**src/sv/qlbs_pkg.sv**
```systemverilog
// ----------------------------------------------------------------------------
// qlbs_pkg
// Types, constants and helpers shared by the level bus slave modules.
// ----------------------------------------------------------------------------
package qlbs_pkg;

    localparam int BYTE_W      = 8;
    localparam int FIFO_DEPTH  = 2;
    localparam int FIFO_PTR_W  = $clog2(FIFO_DEPTH);
    localparam int FIFO_CNT_W  = $clog2(FIFO_DEPTH + 1);
    localparam int FRAME_LEN   = 4;
    localparam int REPLY_LEN   = 5;
    localparam int BEAT_W      = $clog2(REPLY_LEN);

    localparam logic [BYTE_W-1:0] CMD_READ      = 8'd10;
    localparam logic [BYTE_W-1:0] CMD_WRITE     = 8'd20;
    localparam logic [BYTE_W-1:0] CMD_ADDR      = 8'd30;
    localparam logic [BYTE_W-1:0] REPLY_CODE    = 8'd50;
    localparam logic [BYTE_W-1:0] LEVEL_TOP     = 8'd255;
    localparam logic [BYTE_W-1:0] NODE_RESET    = 8'd50;
    localparam logic [BYTE_W-1:0] MIN_LVL_RESET = 8'd20;
    localparam logic [BYTE_W-1:0] MASTER_RESET  = 8'd1;

    // Register addresses are decoded on paddr bit 2 of the PADDR_W-bit address.
    localparam int PADDR_W = 3;
    localparam logic REG_LVL_FLOOR   = 1'b0;
    localparam logic REG_MASTER_ADDR = 1'b1;

    typedef enum logic [1:0] {
        FUNC_TICK    = 2'd0,
        FUNC_BYTE    = 2'd1,
        FUNC_TIMEOUT = 2'd2
    } t_func;

    // Snapshot of the registers that one reply reports.
    typedef struct packed {
        logic [BYTE_W-1:0] master;
        logic [BYTE_W-1:0] level;
        logic [BYTE_W-1:0] sw;
        logic [BYTE_W-1:0] csum;
    } t_reply;

    typedef struct packed {
        logic full;
        logic empty;
    } t_fifo_stat;

    // Next code in the increasing sequence 00-10-11-01-00.
    function automatic logic [1:0] gray_up(input logic [1:0] s);
        logic [1:0] r;
        case (s)
            2'b00:   r = 2'b10;
            2'b01:   r = 2'b00;
            2'b10:   r = 2'b11;
            default: r = 2'b01;
        endcase
        return r;
    endfunction

endpackage

```
**src/sv/qlbs_front.sv**
```systemverilog
// ----------------------------------------------------------------------------
// qlbs_front
// Accepts input items, tracks encoder, button and frame state, and queues a
// reply snapshot whenever a good read, write or address frame completes.
// ----------------------------------------------------------------------------
module qlbs_front (
    input  logic                     i_clk,
    input  logic                     i_rst_n,
    input  logic                     i_accept,
    input  logic [1:0]               i_func,
    input  logic [7:0]               i_rx_byte,
    input  logic [1:0]               i_enc_ab,
    input  logic                     i_button,
    input  logic [7:0]               i_lvl_floor,
    input  logic [7:0]               i_master_addr,
    output logic                     o_push,
    output qlbs_pkg::t_reply         o_reply
);
    import qlbs_pkg::*;

    logic [2:0]        r_byte_count, n_byte_count;
    logic [BYTE_W-1:0] r_frame [FRAME_LEN];
    logic              frame_we;
    logic [BYTE_W-1:0] r_node, n_node;
    logic [BYTE_W-1:0] r_level, n_level;
    logic [BYTE_W-1:0] r_sw, n_sw;
    logic [1:0]        r_enc_prev, n_enc_prev;
    logic              r_btn_prev, n_btn_prev;
    logic [BYTE_W-1:0] frame_sum;
    logic              frame_ok;

    assign frame_sum = r_frame[0] + r_frame[1] + r_frame[2] + r_frame[3];
    assign frame_ok  = (i_rx_byte == frame_sum) && (r_frame[0] == r_node);

    always_comb begin
        n_byte_count = r_byte_count;
        n_node       = r_node;
        n_level      = r_level;
        n_sw         = r_sw;
        n_enc_prev   = r_enc_prev;
        n_btn_prev   = r_btn_prev;
        frame_we     = 1'b0;
        o_push       = 1'b0;
        if (i_accept) begin
            case (i_func)
                FUNC_TICK: begin
                    // Pin samples are ignored while a frame is partly received.
                    if (r_byte_count == 3'd0) begin
                        if (i_enc_ab == gray_up(r_enc_prev)) begin
                            if (r_level != LEVEL_TOP) n_level = r_level + 8'd1;
                        end else if (r_enc_prev == gray_up(i_enc_ab)) begin
                            if (r_level > i_lvl_floor) n_level = r_level - 8'd1;
                        end
                        if (r_btn_prev && !i_button) begin
                            n_sw = (r_sw == 8'd0) ? 8'd1 : 8'd0;
                        end
                        n_enc_prev = i_enc_ab;
                        n_btn_prev = i_button;
                    end
                end
                FUNC_BYTE: begin
                    if (r_byte_count < 3'(FRAME_LEN)) begin
                        frame_we     = 1'b1;
                        n_byte_count = r_byte_count + 3'd1;
                    end else begin
                        n_byte_count = 3'd0;
                        if (frame_ok) begin
                            case (r_frame[1])
                                CMD_READ: begin
                                    o_push = 1'b1;
                                end
                                CMD_WRITE: begin
                                    n_level = (r_frame[2] < i_lvl_floor) ? i_lvl_floor
                                                                         : r_frame[2];
                                    n_sw    = r_frame[3];
                                    o_push  = 1'b1;
                                end
                                CMD_ADDR: begin
                                    n_node = r_frame[2];
                                    o_push = 1'b1;
                                end
                                default: begin
                                    o_push = 1'b0;
                                end
                            endcase
                        end
                    end
                end
                FUNC_TIMEOUT: begin
                    n_byte_count = 3'd0;
                end
                default: begin
                    n_byte_count = r_byte_count;
                end
            endcase
        end
    end

    // The reply reports the registers after this item's update.
    always_comb begin
        o_reply.master = i_master_addr;
        o_reply.level  = n_level;
        o_reply.sw     = n_sw;
        o_reply.csum   = i_master_addr + REPLY_CODE + n_level + n_sw;
    end

    always_ff @(posedge i_clk) begin
        if (!i_rst_n) begin
            r_byte_count <= 3'd0;
            r_node       <= NODE_RESET;
            r_level      <= '0;
            r_sw         <= '0;
            r_enc_prev   <= '0;
            r_btn_prev   <= 1'b0;
        end else begin
            r_byte_count <= n_byte_count;
            r_node       <= n_node;
            r_level      <= n_level;
            r_sw         <= n_sw;
            r_enc_prev   <= n_enc_prev;
            r_btn_prev   <= n_btn_prev;
        end
    end

    always_ff @(posedge i_clk) begin
        if (frame_we) begin
            r_frame[r_byte_count[1:0]] <= i_rx_byte;
        end
    end

endmodule

```
**src/sv/qlbs_fifo.sv**
```systemverilog
// ----------------------------------------------------------------------------
// qlbs_fifo
// Short queue of reply snapshots between the front and the serializer.
// ----------------------------------------------------------------------------
module qlbs_fifo (
    input  logic                  i_clk,
    input  logic                  i_rst_n,
    input  logic                  i_push,
    input  qlbs_pkg::t_reply      i_wdata,
    input  logic                  i_pop,
    output qlbs_pkg::t_reply      o_rdata,
    output qlbs_pkg::t_fifo_stat  o_stat
);
    import qlbs_pkg::*;

    t_reply                r_mem [FIFO_DEPTH];
    logic [FIFO_PTR_W-1:0] r_wptr, r_rptr;
    logic [FIFO_CNT_W-1:0] r_count, n_count;
    logic                  do_push, do_pop;

    assign o_stat.full  = (r_count == FIFO_CNT_W'(FIFO_DEPTH));
    assign o_stat.empty = (r_count == '0);
    assign o_rdata      = r_mem[r_rptr];
    assign do_push      = i_push && !o_stat.full;
    assign do_pop       = i_pop && !o_stat.empty;

    always_comb begin
        n_count = r_count;
        if (do_push && !do_pop) n_count = r_count + 1'b1;
        else if (do_pop && !do_push) n_count = r_count - 1'b1;
    end

    always_ff @(posedge i_clk) begin
        if (!i_rst_n) begin
            r_wptr  <= '0;
            r_rptr  <= '0;
            r_count <= '0;
        end else begin
            r_count <= n_count;
            if (do_push) r_wptr <= (r_wptr == FIFO_PTR_W'(FIFO_DEPTH - 1)) ? '0 : r_wptr + 1'b1;
            if (do_pop)  r_rptr <= (r_rptr == FIFO_PTR_W'(FIFO_DEPTH - 1)) ? '0 : r_rptr + 1'b1;
        end
    end

    always_ff @(posedge i_clk) begin
        if (do_push) begin
            r_mem[r_wptr] <= i_wdata;
        end
    end

endmodule

```
**src/sv/qlbs_back.sv**
```systemverilog
// ----------------------------------------------------------------------------
// qlbs_back
// Serializes each queued reply snapshot into five output bytes.
// ----------------------------------------------------------------------------
module qlbs_back (
    input  logic                  i_clk,
    input  logic                  i_rst_n,
    input  qlbs_pkg::t_reply      i_entry,
    input  qlbs_pkg::t_fifo_stat  i_stat,
    output logic                  o_pop,
    output logic                  o_out_valid,
    input  logic                  i_out_ready,
    output logic [7:0]            o_tx_byte,
    output logic                  o_last_byte
);
    import qlbs_pkg::*;

    logic              r_busy, n_busy;
    logic [BEAT_W-1:0] r_beat, n_beat;
    t_reply            r_entry;
    logic              last;

    assign last        = (r_beat == BEAT_W'(REPLY_LEN - 1));
    assign o_out_valid = r_busy;
    assign o_last_byte = last;

    always_comb begin
        case (r_beat)
            3'd0:    o_tx_byte = r_entry.master;
            3'd1:    o_tx_byte = REPLY_CODE;
            3'd2:    o_tx_byte = r_entry.level;
            3'd3:    o_tx_byte = r_entry.sw;
            default: o_tx_byte = r_entry.csum;
        endcase
    end

    // A new reply is loaded when idle or as the last byte of the current one leaves.
    always_comb begin
        n_busy = r_busy;
        n_beat = r_beat;
        o_pop  = 1'b0;
        if (!r_busy || (i_out_ready && last)) begin
            o_pop  = !i_stat.empty;
            n_busy = !i_stat.empty;
            n_beat = '0;
        end else if (i_out_ready) begin
            n_beat = r_beat + 1'b1;
        end
    end

    always_ff @(posedge i_clk) begin
        if (!i_rst_n) begin
            r_busy <= 1'b0;
            r_beat <= '0;
        end else begin
            r_busy <= n_busy;
            r_beat <= n_beat;
        end
    end

    always_ff @(posedge i_clk) begin
        if (o_pop) begin
            r_entry <= i_entry;
        end
    end

endmodule

```
**src/sv/quadrature_level_bus_slave.sv**
```systemverilog
// ----------------------------------------------------------------------------
// quadrature_level_bus_slave
// Dimmer node: encoder and button control of a level, serial frame slave.
// ----------------------------------------------------------------------------
// Input channel (i_in_valid / o_in_ready) carries one item per request:
// i_func selects a pin tick, a received serial byte or a receive timeout.
// Output channel (o_out_valid / i_out_ready) carries reply bytes; each good
// frame with a known command produces five, the fifth flagged by o_last_byte.
// Registers for the level floor (address 0) and master_addr (address 4) are
// written and read over the APB port, which never inserts wait states.
// Input items are accepted while o_in_ready is high. The fifth byte of a
// good frame with a known command queues a reply snapshot at the edge that
// accepts it; the serializer loads it once any earlier reply has gone, and
// the reply then streams at one byte per cycle while i_out_ready is high.
// The reply queue holds two snapshots plus the one being sent; o_in_ready
// drops only while the queue is full, so a stalled receiver blocks input
// only after three replies are pending. The serializer sends each reply as
// five output bytes while new input items keep being accepted.
// Synchronous reset restores the register defaults, clears the level, the
// switch byte, the frame counter and the queue, and sets the node address.
// ----------------------------------------------------------------------------
module quadrature_level_bus_slave (
    input  logic        i_clk,
    input  logic        i_rst_n,
    input  logic        i_in_valid,
    output logic        o_in_ready,
    input  logic [1:0]  i_func,
    input  logic [7:0]  i_rx_byte,
    input  logic [1:0]  i_enc_ab,
    input  logic        i_button,
    output logic        o_out_valid,
    input  logic        i_out_ready,
    output logic [7:0]  o_tx_byte,
    output logic        o_last_byte,
    input  logic        psel,
    input  logic        penable,
    input  logic        pwrite,
    input  logic [2:0]  paddr,
    input  logic [31:0] pwdata,
    output logic [31:0] prdata,
    output logic        pready
);
    import qlbs_pkg::*;

    logic [BYTE_W-1:0] r_lvl_floor;
    logic [BYTE_W-1:0] r_master_addr;
    logic              cfg_we;
    logic              in_accept;
    logic              push, pop;
    t_reply            push_data, head;
    t_fifo_stat        fifo_stat;

    assign pready     = 1'b1;
    assign cfg_we     = psel && penable && pwrite && pready;
    assign prdata     = (paddr[2] == REG_MASTER_ADDR) ? {24'd0, r_master_addr}
                                                      : {24'd0, r_lvl_floor};
    assign o_in_ready = !fifo_stat.full;
    assign in_accept  = i_in_valid && o_in_ready;

    always_ff @(posedge i_clk) begin
        if (!i_rst_n) begin
            r_lvl_floor   <= MIN_LVL_RESET;
            r_master_addr <= MASTER_RESET;
        end else if (cfg_we) begin
            if (paddr[2] == REG_LVL_FLOOR) r_lvl_floor <= pwdata[7:0];
            else                           r_master_addr <= pwdata[7:0];
        end
    end

    qlbs_front u_front (
        .i_clk         (i_clk),
        .i_rst_n       (i_rst_n),
        .i_accept      (in_accept),
        .i_func        (i_func),
        .i_rx_byte     (i_rx_byte),
        .i_enc_ab      (i_enc_ab),
        .i_button      (i_button),
        .i_lvl_floor   (r_lvl_floor),
        .i_master_addr (r_master_addr),
        .o_push        (push),
        .o_reply       (push_data)
    );

    qlbs_fifo u_fifo (
        .i_clk   (i_clk),
        .i_rst_n (i_rst_n),
        .i_push  (push),
        .i_wdata (push_data),
        .i_pop   (pop),
        .o_rdata (head),
        .o_stat  (fifo_stat)
    );

    qlbs_back u_back (
        .i_clk       (i_clk),
        .i_rst_n     (i_rst_n),
        .i_entry     (head),
        .i_stat      (fifo_stat),
        .o_pop       (pop),
        .o_out_valid (o_out_valid),
        .i_out_ready (i_out_ready),
        .o_tx_byte   (o_tx_byte),
        .o_last_byte (o_last_byte)
    );

endmodule

```
**config.mk**
```make
export PLATFORM = sky130hd
export DESIGN_NAME = quadrature_level_bus_slave
export DESIGN_NICKNAME = d
export VERILOG_FILES = /design/src/sv/qlbs_pkg.sv /design/src/sv/qlbs_front.sv /design/src/sv/qlbs_fifo.sv /design/src/sv/qlbs_back.sv /design/src/sv/quadrature_level_bus_slave.sv
export SDC_FILE = /design/constraint.sdc
export NUM_CORES = 1
export LEC_CHECK = 0
export BUFFER_PORTS_ARGS = -buffer_cell sky130_fd_sc_hd__buf_2
export CAP_MARGIN = 0
export CORE_MARGIN = 10
export CORE_UTILIZATION = 50
export CTS_CLUSTER_DIAMETER = 40
export CTS_CLUSTER_SIZE = 25
export DETAILED_ROUTE_END_ITERATION = 7
export GPL_ROUTABILITY_DRIVEN = 0
export MAX_ROUTING_LAYER = met4
export PLACE_DENSITY = 0.72
export SLEW_MARGIN = 20
export SYNTH_ARGS = -nofsm -noshare
export SYNTH_HDL_FRONTEND = slang
export SYNTH_HIERARCHICAL = 1
export SYNTH_SLANG_ARGS = --single-unit
```
**constraint.sdc**
```tcl
create_clock -name i_clk -period 6.3 [get_ports i_clk]
set_input_delay 0.63 -clock i_clk [delete_from_list [all_inputs] [get_ports i_clk]]
set_output_delay 0.63 -clock i_clk [all_outputs]
set_load 0.01 [all_outputs]
```
Word-level counts from Yosys, hierarchy flattened
Memories as Yosys holds them, arrays and structs flattened. A register that Yosys moved wholly into a read port is not among the register bits.
Index checks and enable logic that the tools add are counted.
- add/subtract/negate cells: 14
- $lt $le $gt $ge: 3
- equality and inequality tests: 19
- mux-type cells: 49
- bitwise logic cells: 3
- reduce and logical (&&, ||, !) cells: 33
- operators by type and width (cell ; count):
    $mux W8 ; 17
    $add A8 B8 Y8 ; 5
    $pmux W8 S2 ; 2
    $pmux W8 S4 ; 1
    $mux W2 ; 9
    $eq A8 B5 Y1 const B ; 2
    $eq A8 B8 Y1 ; 2
    $mux W1 ; 16
    $pmux W2 S3 ; 2
    $logic_and A1 B1 Y1 ; 10
    $add A8 B1 Y8 const B ; 1
    $add A8 B6 Y8 const B ; 1
    $eq A2 B2 Y1 const B ; 4
    $eq A8 B4 Y1 const B ; 1
    $gt A8 B8 Y1 ; 1
    $logic_not A2 Y1 ; 4
    $logic_not A8 Y1 ; 1
    $lt A8 B8 Y1 ; 1
    $ne A8 B8 Y1 const B ; 1
    $sub A8 B1 Y8 const B ; 1
    $add A3 B1 Y3 const B ; 2
    $eq A2 B1 Y1 const B ; 3
    $eq A3 B2 Y1 const B ; 2
    $logic_not A1 Y1 ; 6
    18 further kinds ; 26
- bits in registers: 54
- RAM bits: 96
- bits of input ports: 55
- output and inout port bits: 44
- word-level logic and storage cells: 136
- memories kept: 2
- memories (name ; words ; bits a word ; rd ports ; clocked after memory_dff ; wr ports ; RTL line ; RTL):
    u_fifo.r_mem ; 2 ; 32 ; 1 ; 1 ; 1 ; qlbs_fifo.sv:16 ; t_reply r_mem [FIFO_DEPTH];
    u_front.r_frame ; 4 ; 8 ; 4 ; 0 ; 1 ; qlbs_front.sv:22 ; logic [BYTE_W-1:0] r_frame [FRAME_LEN];

Logic depth before layout (Yosys ltp)
Gate-level depths: netlist (run 1).
- word-level depth: 18
- gate-level depth with buffers: 27

Hierarchy
The synthesis (run 1) kept the hierarchy.
- by module, submodules not included (module ; times used ; cells an instance ; area an instance (um^2) ; sequential area each (um^2)):
    qlbs_front ; 1 ; 485 ; 4807.1 ; 1561.5
    qlbs_fifo ; 1 ; 125 ; 2536.2 ; 2021.9
    qlbs_back ; 1 ; 97 ; 1500.2 ; 1041.0
    quadrature_level_bus_slave ; 1 ; 106 ; 989.7 ; 320.3

Worst setup path after synthesis (run 1)
No wires, ideal clock.
- path type: flip-flop to flip-flop
- start point: mem u_front.r_frame[1][1]
- end point: mem u_fifo/r_mem[0][7] (netlist bit) (data pin)
- arrival time: 6.180 ns
- data required time: 6.109 ns
- path slack: -0.071 ns
- stages on the path, launching flop included: 25
- path buffers: 0
- period minus slack after synthesis: 6.371 ns
- cell sequence: edfxtp_1 fa_1 inv_1 fa_1 inv_1 ha_1 fa_1 xor2_1 nor4_1 nand3b_1 a2111oi_4 a21o_4 o211ai_4 a221o_1 fa_1 fa_1 ha_1 a21o_1 a21oi_1 o21ai_0 xnor2_1 inv_1 a31oi_1 a31oi_1 a311oi_1
- RTL lines (item ; RTL line):
    start, declared ; qlbs_front.sv:22
    end, declared ; qlbs_fifo.sv:16

==> metrics.md, run 1 <==
| Metric | Value |
|---|---|
| Worst-Skew Late Latency | `0.43 ns` |
| Post-route setup slack | `-0.0224 ns` |
| Hold depth | `1` |
| I/O Pins | `99` |
| Total CTS buffers | `17` |
| Max-slew violation count | `0` |
| Layout fillers | `1,606` |
| Synthesized area | `0.00983 sq mm` |
| Post-synth top flop | `edfxtp_1` |
| Reg2Reg Depth | `26` |
| Max Fclk | `158 MHz` |
| Final ANT Viol Nets | `0` |
| Fin Clk Skew | `0.00798 ns` |
| Buf/Inv on CP | `5` |
| Worst slew pin tran | `1.04 ns` |
| Mapped Avg Cell Area | `12.1 sq um` |
| Layout net count | `1,049` |
| DRC errors left | `0` |
| Critical Path Sink Type | `flop` |
| Non-Filler Instances | `1,202` |
| # H-tree levels | `4` |
| Via density | `5.32` |
| Top cells by area, synth | `edfxtp_1 39%, dfxtp_1 11%, ha_1 6.1%, fa_1 4.5%, mux2_2 4.2%` |
| CP Launch Type | `flop` |
| Worst Path Max Fanout | `3` |
| Failing checks | `negative setup slack` |
| Number of global-route vias before repair | `6,332` |
| Cell mode on critical path | `fa_1` |
| Maximum vdd drop | `195 uV` |
| Area Growth Syn to Fin | `17.5%` |
| Starting Density | `50.7%` |
| R2R Setup Slk | `-0.02 ns` |
| Via Count | `6,399` |
| Finished Core Util | `59.5%` |
| CTS tree | `yes` |
| Post-Syn Instances | `813` |
| Die height | `160 um` |
| Final worst path period need | `6.32 ns` |
| R2R Path Start | `u_front/r_frame[1][1]$_DFFE_PP_` |
| WP data arrival | `6.58 ns` |
| Share of layout cells above drive strength 1 | `27.3%` |
| Wire length per cell | `18.8 um` |
| # setup viols final | `2` |
| RSZ-0062 raised after global routing | `true` |
| Placed Instances | `1,162` |
| Yosys Warn Count | `6` |
| Worst min-delay path endpoint | `u_front/r_frame[3][4]$_DFFE_PP_` |
| Clk sinks | `183` |
| Slew HR | `30.2%` |
| Final Hold Viols | `0` |
| Largest net degree at the start of global routing | `50` |
| Core Rows | `51` |
| Asr flop ratio synth | `0%` |
| Final WL | `22,600 um` |
| Max Cap Viol | `0` |
| Clock Tree Buf Depth | `2` |
| Total congestion overflow | `0` |
| Sum Neg Setup Slack | `-0.0447 ns` |
| Tcrit/Tclk final | `100%` |
| Placement Setup Slack | `-0.341 ns` |
| EDFF count, synth | `128` |
| Yosys top cell area share | `39.1%` |
| Post-CTS Hold Fix Bufs | `0` |
| Crit Reg-Reg Endpoint | `u_fifo/r_mem[0][7]$_DFFE_PP_` |
| Register area share after synthesis | `50.3%` |
| Synth Register Bits | `183` |
| Max incr delay on CP | `0.56 ns` |
| Slowest-stage cell, CP | `fa_1` |
| Initial drt markers | `351` |
| GRT Total Usage | `17.8%` |
| Worst Path Required | `6.55 ns` |
| Min-delay worst type | `in2reg` |
| CTS root buffer | `clkbuf_16` |
| Drt first pass iters | `5` |
| Status | `finished with violations` |
| Hold_sp | `i_rx_byte[4]` |
| IO buf count | `47` |
| Initial antenna violation count | `0` |
| Core Box Area | `0.0194 sq mm` |
| Delay-heaviest family, CP | `adder cells` |
| First-pass GRT wire length | `34,900 um` |
| HPWL Detailed | `16,600 um` |
| Ant. Diodes | `0` |
| Hold WS | `0.433 ns` |
| PwrDens | `221 mW/mm^2` |
| Cell taking the most area after synthesis | `edfxtp_1` |
| Post-synthesis cell type count | `75` |
| CP Class | `reg2reg` |
| Die footprint | `0.0257 sq mm` |
| Die X | `160 um` |
| CTS clk-pin slew, worst paths | `0.07 ns` |
| Leakage power | `4.68 nW` |
state kept, by name (all words and copies together) (netlist names), 8 cells and up, named ones only:
name and flops:
u_fifo/r_mem 64, u_back/r_entry 32, u_front/r_frame 32, r_lvl_floor 8, r_master_addr 8, u_front/r_level 8
u_front/r_node 8, u_front/r_sw 8
stage by stage:
step	total power, W	area [sq um]
2_1_floorplan	0.00143	9920
3_3_place_gp	0.00148	10700
3_5_place_dp	0.00148	10700
4_1_cts	0.00257	11400
5_1_grt	0.00265	11500
6_report	0.00256	11500
cells by family after synthesis:
| family | share of synthesized area [%] |
|---|---|
| xor gates and xnor gates | 3.22 |
| adders and majority gates | 10.6 |
| and+or+nand+nor | 11.0 |
| AOI/OAI and AO/OA | 9.14 |
| other | 0.0764 |
| buffers and inverters | 6.26 |
| muxes | 9.44 |
| DFF | 50.3 |
worst max-delay path by stage:
stage | end | startpoint | slack [ns] | depth (start not counted)
after floorplan | u_fifo/r_mem[0][7]$_DFFE_PP_ | u_front/r_frame[1][1]$_DFFE_PP_ | 0.01 | 24
after global placement | u_fifo/r_mem[0][7]$_DFFE_PP_ | u_front/r_frame[1][1]$_DFFE_PP_ | -0.25 | 27
after detailed placement | u_fifo/r_mem[0][7]$_DFFE_PP_ | u_front/r_frame[1][1]$_DFFE_PP_ | -0.34 | 27
after CTS | u_fifo/r_mem[1][7]$_DFFE_PP_ | u_front/r_frame[3][1]$_DFFE_PP_ | 0.001 | 27
after global routing | u_fifo/r_mem[0][7]$_DFFE_PP_ | u_front/r_frame[1][1]$_DFFE_PP_ | -0.32 | 29
final | u_fifo/r_mem[0][7]$_DFFE_PP_ | u_front/r_frame[1][1]$_DFFE_PP_ | -0.02 | 26
where the power goes:
part	leakage [nW]	switching, W	internal (W)
Combinational	2.73	0.000103	0.0000730
Clock	0.293	0.000482	0.000610
Sequential	1.65	0.00000761	0.00128
Total	4.68	0.000592	0.00197
cell type report:
| class | count | area [sq um] | area share, % |
|---|---|---|---|
| sequential | 183 | 4940 | 42.8 |
| multi-input combinational | 537 | 4600 | 39.8 |
| timing repair buffer | 126 | 852 | 7.38 |
| clock buffer | 20 | 447 | 3.87 |
| tap | 265 | 332 | 2.87 |
| inverter | 59 | 224 | 1.94 |
| clock inverter | 12 | 155 | 1.34 |
synth_stat cells (22+ instances only):
library cell  count
mux2_2           37
inv_1            58
fa_1             22
nor2_1           26
edfxtp_1        128
o21ai_0          22
a21oi_1          28
ha_1             48
nand2_1          63
mux2i_1          41
dfxtp_1          55
buf_4            35
placed cells by master (no fill, tap or decap), types with 17 or more instances in the layout:
cell,instances
mux2i_1,41
clkbuf_16,17
mux2_2,37
inv_1,55
conb_1,25
edfxtp_1,128
fa_1,19
xnor2_1,17
ha_1,40
dfxtp_1,55
nor2_1,25
nand2_1,63
buf_2,47
a21oi_1,25
buf_4,75
o21ai_0,19
metal layers:
metal / part of all wire, % / wire length [um] / track usage, %
met3: 4.3 / 966 / 3.98
met4: 2.6 / 583 / 6.55
met2: 50 / 11300 / 29.0
met1: 43 / 9750 / 21.1
met5: 0 / 0 / -
what timing repair did:
item                                    in CTS  in global routing
gates cloned                                 0                  0
gates resized for setup                     15                 28
endpoints found under the setup margin       4                  4
setup buffers                                3                  5
pin swaps                                   20                 26
Power figures use the tool's default switching activity.
==> inputs of run 2 (changes only) <==
--- a/config.mk
+++ b/config.mk
@@ -9,12 +9,13 @@
 export CAP_MARGIN = 0
 export CORE_MARGIN = 10
 export CORE_UTILIZATION = 50
-export CTS_CLUSTER_DIAMETER = 40
+export CTS_CLUSTER_DIAMETER = 80
 export CTS_CLUSTER_SIZE = 25
 export DETAILED_ROUTE_END_ITERATION = 7
 export GPL_ROUTABILITY_DRIVEN = 0
 export MAX_ROUTING_LAYER = met4
-export PLACE_DENSITY = 0.72
+export PLACE_DENSITY = 0.69
+export REMOVE_ABC_BUFFERS = 1
 export SLEW_MARGIN = 20
 export SYNTH_ARGS = -nofsm -noshare
 export SYNTH_HDL_FRONTEND = slang
==> constraint.sdc (replaced) <==
create_clock -name i_clk -period 6.35 [get_ports i_clk]
set_input_delay 0.635 -clock i_clk [delete_from_list [all_inputs] [get_ports i_clk]]
set_output_delay 0.635 -clock i_clk [all_outputs]
set_load 0.01 [all_outputs]
==> run 2 against run 1 <==
The flow still finishes with violations (negative setup slack). First-iteration DRC count grew 9.1%. Register-to-register slack lost 0.11 ns. Clock power shrank 6%. Routed wire length shrank 2.6%. Global-route usage shrank 0.56 points. Maximum frequency shrank 2.5%. Sequential power is essentially flat. Die area is the same. Core utilization shrank 0.81 points. Critical endpoint unchanged.
==> metrics.md, run 2 (synthesized netlist as in run 1, its figures left out) <==
| Metric | Value |
|---|---|
| Status | `finished with violations (unchanged)` |
| Commonest non-fill, non-tap cell in the layout | `edfxtp_1 (unchanged)` |
| I/O Pins | `99 (unchanged)` |
| Initial drt markers | `383 (was 351)` |
| # setup viols final | `2 (unchanged)` |
| Initial antenna violation count | `0 (unchanged)` |
| CP Class | `reg2reg (unchanged)` |
| Core Box Area | `0.0194 sq mm (unchanged)` |
| Biggest register | `u_fifo/r_mem (unchanged)` |
| Wire length per cell | `18.4 um (was 18.8 um)` |
| Fin Clk Skew | `0.0105 ns (was 0.00798 ns)` |
| Worst Path Required | `6.51 ns (was 6.55 ns)` |
| Core Rows | `51 (unchanged)` |
| Critical Path Sink Type | `flop (unchanged)` |
| CTS tree | `yes (unchanged)` |
| CP Launch Type | `flop (unchanged)` |
| Placed Instances | `1,157 (was 1,162)` |
| GRT Total Usage | `17.2% (was 17.8%)` |
| Die X | `160 um (unchanged)` |
| Number of global-route vias before repair | `6,341 (was 6,332)` |
| Starting Density | `50.7% (unchanged)` |
| Ant. Diodes | `0 (unchanged)` |
| Leakage power | `4.61 nW (was 4.68 nW)` |
| Final WL | `22,000 um (was 22,600 um)` |
| Final ANT Viol Nets | `0 (unchanged)` |
| Worst slew pin tran | `1.06 ns (was 1.04 ns)` |
| Final Hold Viols | `0 (unchanged)` |
| Layout net count | `1,041 (was 1,049)` |
| Share of layout cells above drive strength 1 | `25.8% (was 27.3%)` |
| Area Growth Syn to Fin | `15.9% (was 17.5%)` |
| Clock Tree Buf Depth | `2 (unchanged)` |
| Total CTS buffers | `17 (unchanged)` |
| Total congestion overflow | `0 (unchanged)` |
| Die height | `160 um (unchanged)` |
| Final worst path period need | `6.49 ns (was 6.32 ns)` |
| Post-route setup slack | `-0.135 ns (was -0.0224 ns)` |
| Slew HR | `29.0% (was 30.2%)` |
| Die footprint | `0.0257 sq mm (unchanged)` |
| Drt first pass iters | `6 (was 5)` |
| Sum Neg Setup Slack | `-0.270 ns (was -0.0447 ns)` |
| # H-tree levels | `4 (unchanged)` |
| Layout fillers | `1,602 (was 1,606)` |
| Clk sinks | `183 (unchanged)` |
| CTS clk-pin slew, worst paths | `0.07 ns (about the same)` |
| Max Fclk | `154 MHz (was 158 MHz)` |
| Tcrit/Tclk final | `102% (was 100%)` |
| Max-slew violation count | `0 (unchanged)` |
| Via density | `5.45 (was 5.32)` |
| Largest net degree at the start of global routing | `50 (unchanged)` |
| Failing checks | `negative setup slack (unchanged)` |
| Non-Filler Instances | `1,194 (was 1,202)` |
| PwrDens | `217 mW/mm^2 (was 221 mW/mm^2)` |
| First-pass GRT wire length | `34,100 um (was 34,900 um)` |
| WP data arrival | `6.64 ns (was 6.58 ns)` |
| CTS root buffer | `clkbuf_16 (unchanged)` |
| DRC errors left | `0 (unchanged)` |
| HPWL Detailed | `16,500 um (was 16,600 um)` |
| Maximum vdd drop | `170 uV (was 195 uV)` |
| Most frequent cells in the layout | `128 x edfxtp_1, 70 x buf_4, 63 x nand2_1 (was 128 x edfxtp_1, 75 x buf_4, 63 x nand2_1)` |
| IO buf count | `47 (unchanged)` |
| Post-CTS Hold Fix Bufs | `0 (unchanged)` |
| Min-delay worst type | `in2reg (unchanged)` |
| Via Count | `6,503 (was 6,399)` |
| RSZ-0062 raised after global routing | `true (unchanged)` |
| Worst-Skew Late Latency | `0.43 ns (about the same)` |
| Largest register FFs | `64 (unchanged)` |
| Worst Path Max Fanout | `4 (was 3)` |
| Max Cap Viol | `0 (unchanged)` |
==> run 2: final cells by class <==
class | instances | area, sq um | area share [%]
well taps | 265 | 332 | 2.91
clock buffers | 20 | 437 | 3.83
clock inverters | 12 | 141 | 1.24
repair buffers | 118 | 772 | 6.78
inverters | 59 | 221 | 1.94
multi-input cells | 537 | 4550 | 39.9
flip-flops and latches | 183 | 4940 | 43.4
==> run 2: path summary, 6_finish.rpt <==
kind | depth (start not counted) | slack (ns) | end | startpoint
worst min-delay path | 1 | 0.46 | u_front/r_frame[0][5]$_DFFE_PP_ | i_rx_byte[5]
worst min register to register | 2 | 0.48 | u_front/r_btn_prev$_SDFFE_PN0P_ | u_front/r_btn_prev$_SDFFE_PN0P_
worst max-delay path | 24 | -0.14 | u_fifo/r_mem[0][7]$_DFFE_PP_ | u_front/r_frame[0][1]$_DFFE_PP_
worst max register to register | 24 | -0.14 | u_fifo/r_mem[0][7]$_DFFE_PP_ | u_front/r_frame[0][1]$_DFFE_PP_
==> run 2: critical path: stages (launching register included) <==
cell	delay (ns)
edfxtp_1	0.42
fa_1	0.57
inv_2	0.04
fa_1	0.52
inv_1	0.06
ha_2	0.20
fa_2	0.44
xor2_1	0.17
nor4_2	0.30
nand3b_1	0.18
a2111oi_4	0.45
a21o_4	0.21
o211ai_4	0.09
a221o_1	0.43
fa_2	0.37
fa_2	0.38
ha_4	0.17
a21o_1	0.18
a21oi_4	0.14
o21ai_2	0.09
xnor2_2	0.23
buf_4	0.15
o2111ai_1	0.14
nor4_2	0.22
a311oi_2	0.09
==> run 2: per-stage QoR <==
step | area, sq um | hold WS, ns | util, % | setup WS [ns] | total power, W
2_1_floorplan | 9530 | 0.448 | - | -0.0213 | 0.00140
3_3_place_gp | 10600 | 0.456 | 54.8 | -0.270 | 0.00147
3_5_place_dp | 10600 | 0.465 | 54.8 | -0.398 | 0.00147
4_1_cts | 11200 | 0.444 | 57.9 | 0.0361 | 0.00249
5_1_grt | 11400 | 0.457 | 58.7 | -0.362 | 0.00256
6_report | 11400 | 0.457 | 58.7 | -0.135 | 0.00247
==> run 2: where the power goes <==
| group | total (W) | internal, W | switching [W] |
|---|---|---|---|
| Combinational | 0.000171 | 0.0000705 | 0.000100 |
| Clock | 0.00102 | 0.000555 | 0.000468 |
| Sequential | 0.00128 | 0.00127 | 0.00000730 |
==> run 2: repair_timing <==
action,4_1_cts,5_1_grt
setup endpoints to repair,2,4
resized for setup,5,26
setup buffers,1,4
pin swaps,7,28
cloned,0,0
==> run 2: per-layer routing <==
layer  global-route usage, %  part of all wire (%)
met4                    5.88                   2.1
met2                    28.3                    50
met5                       -                     0
met1                    21.0                    44
met3                    3.06                   4.4
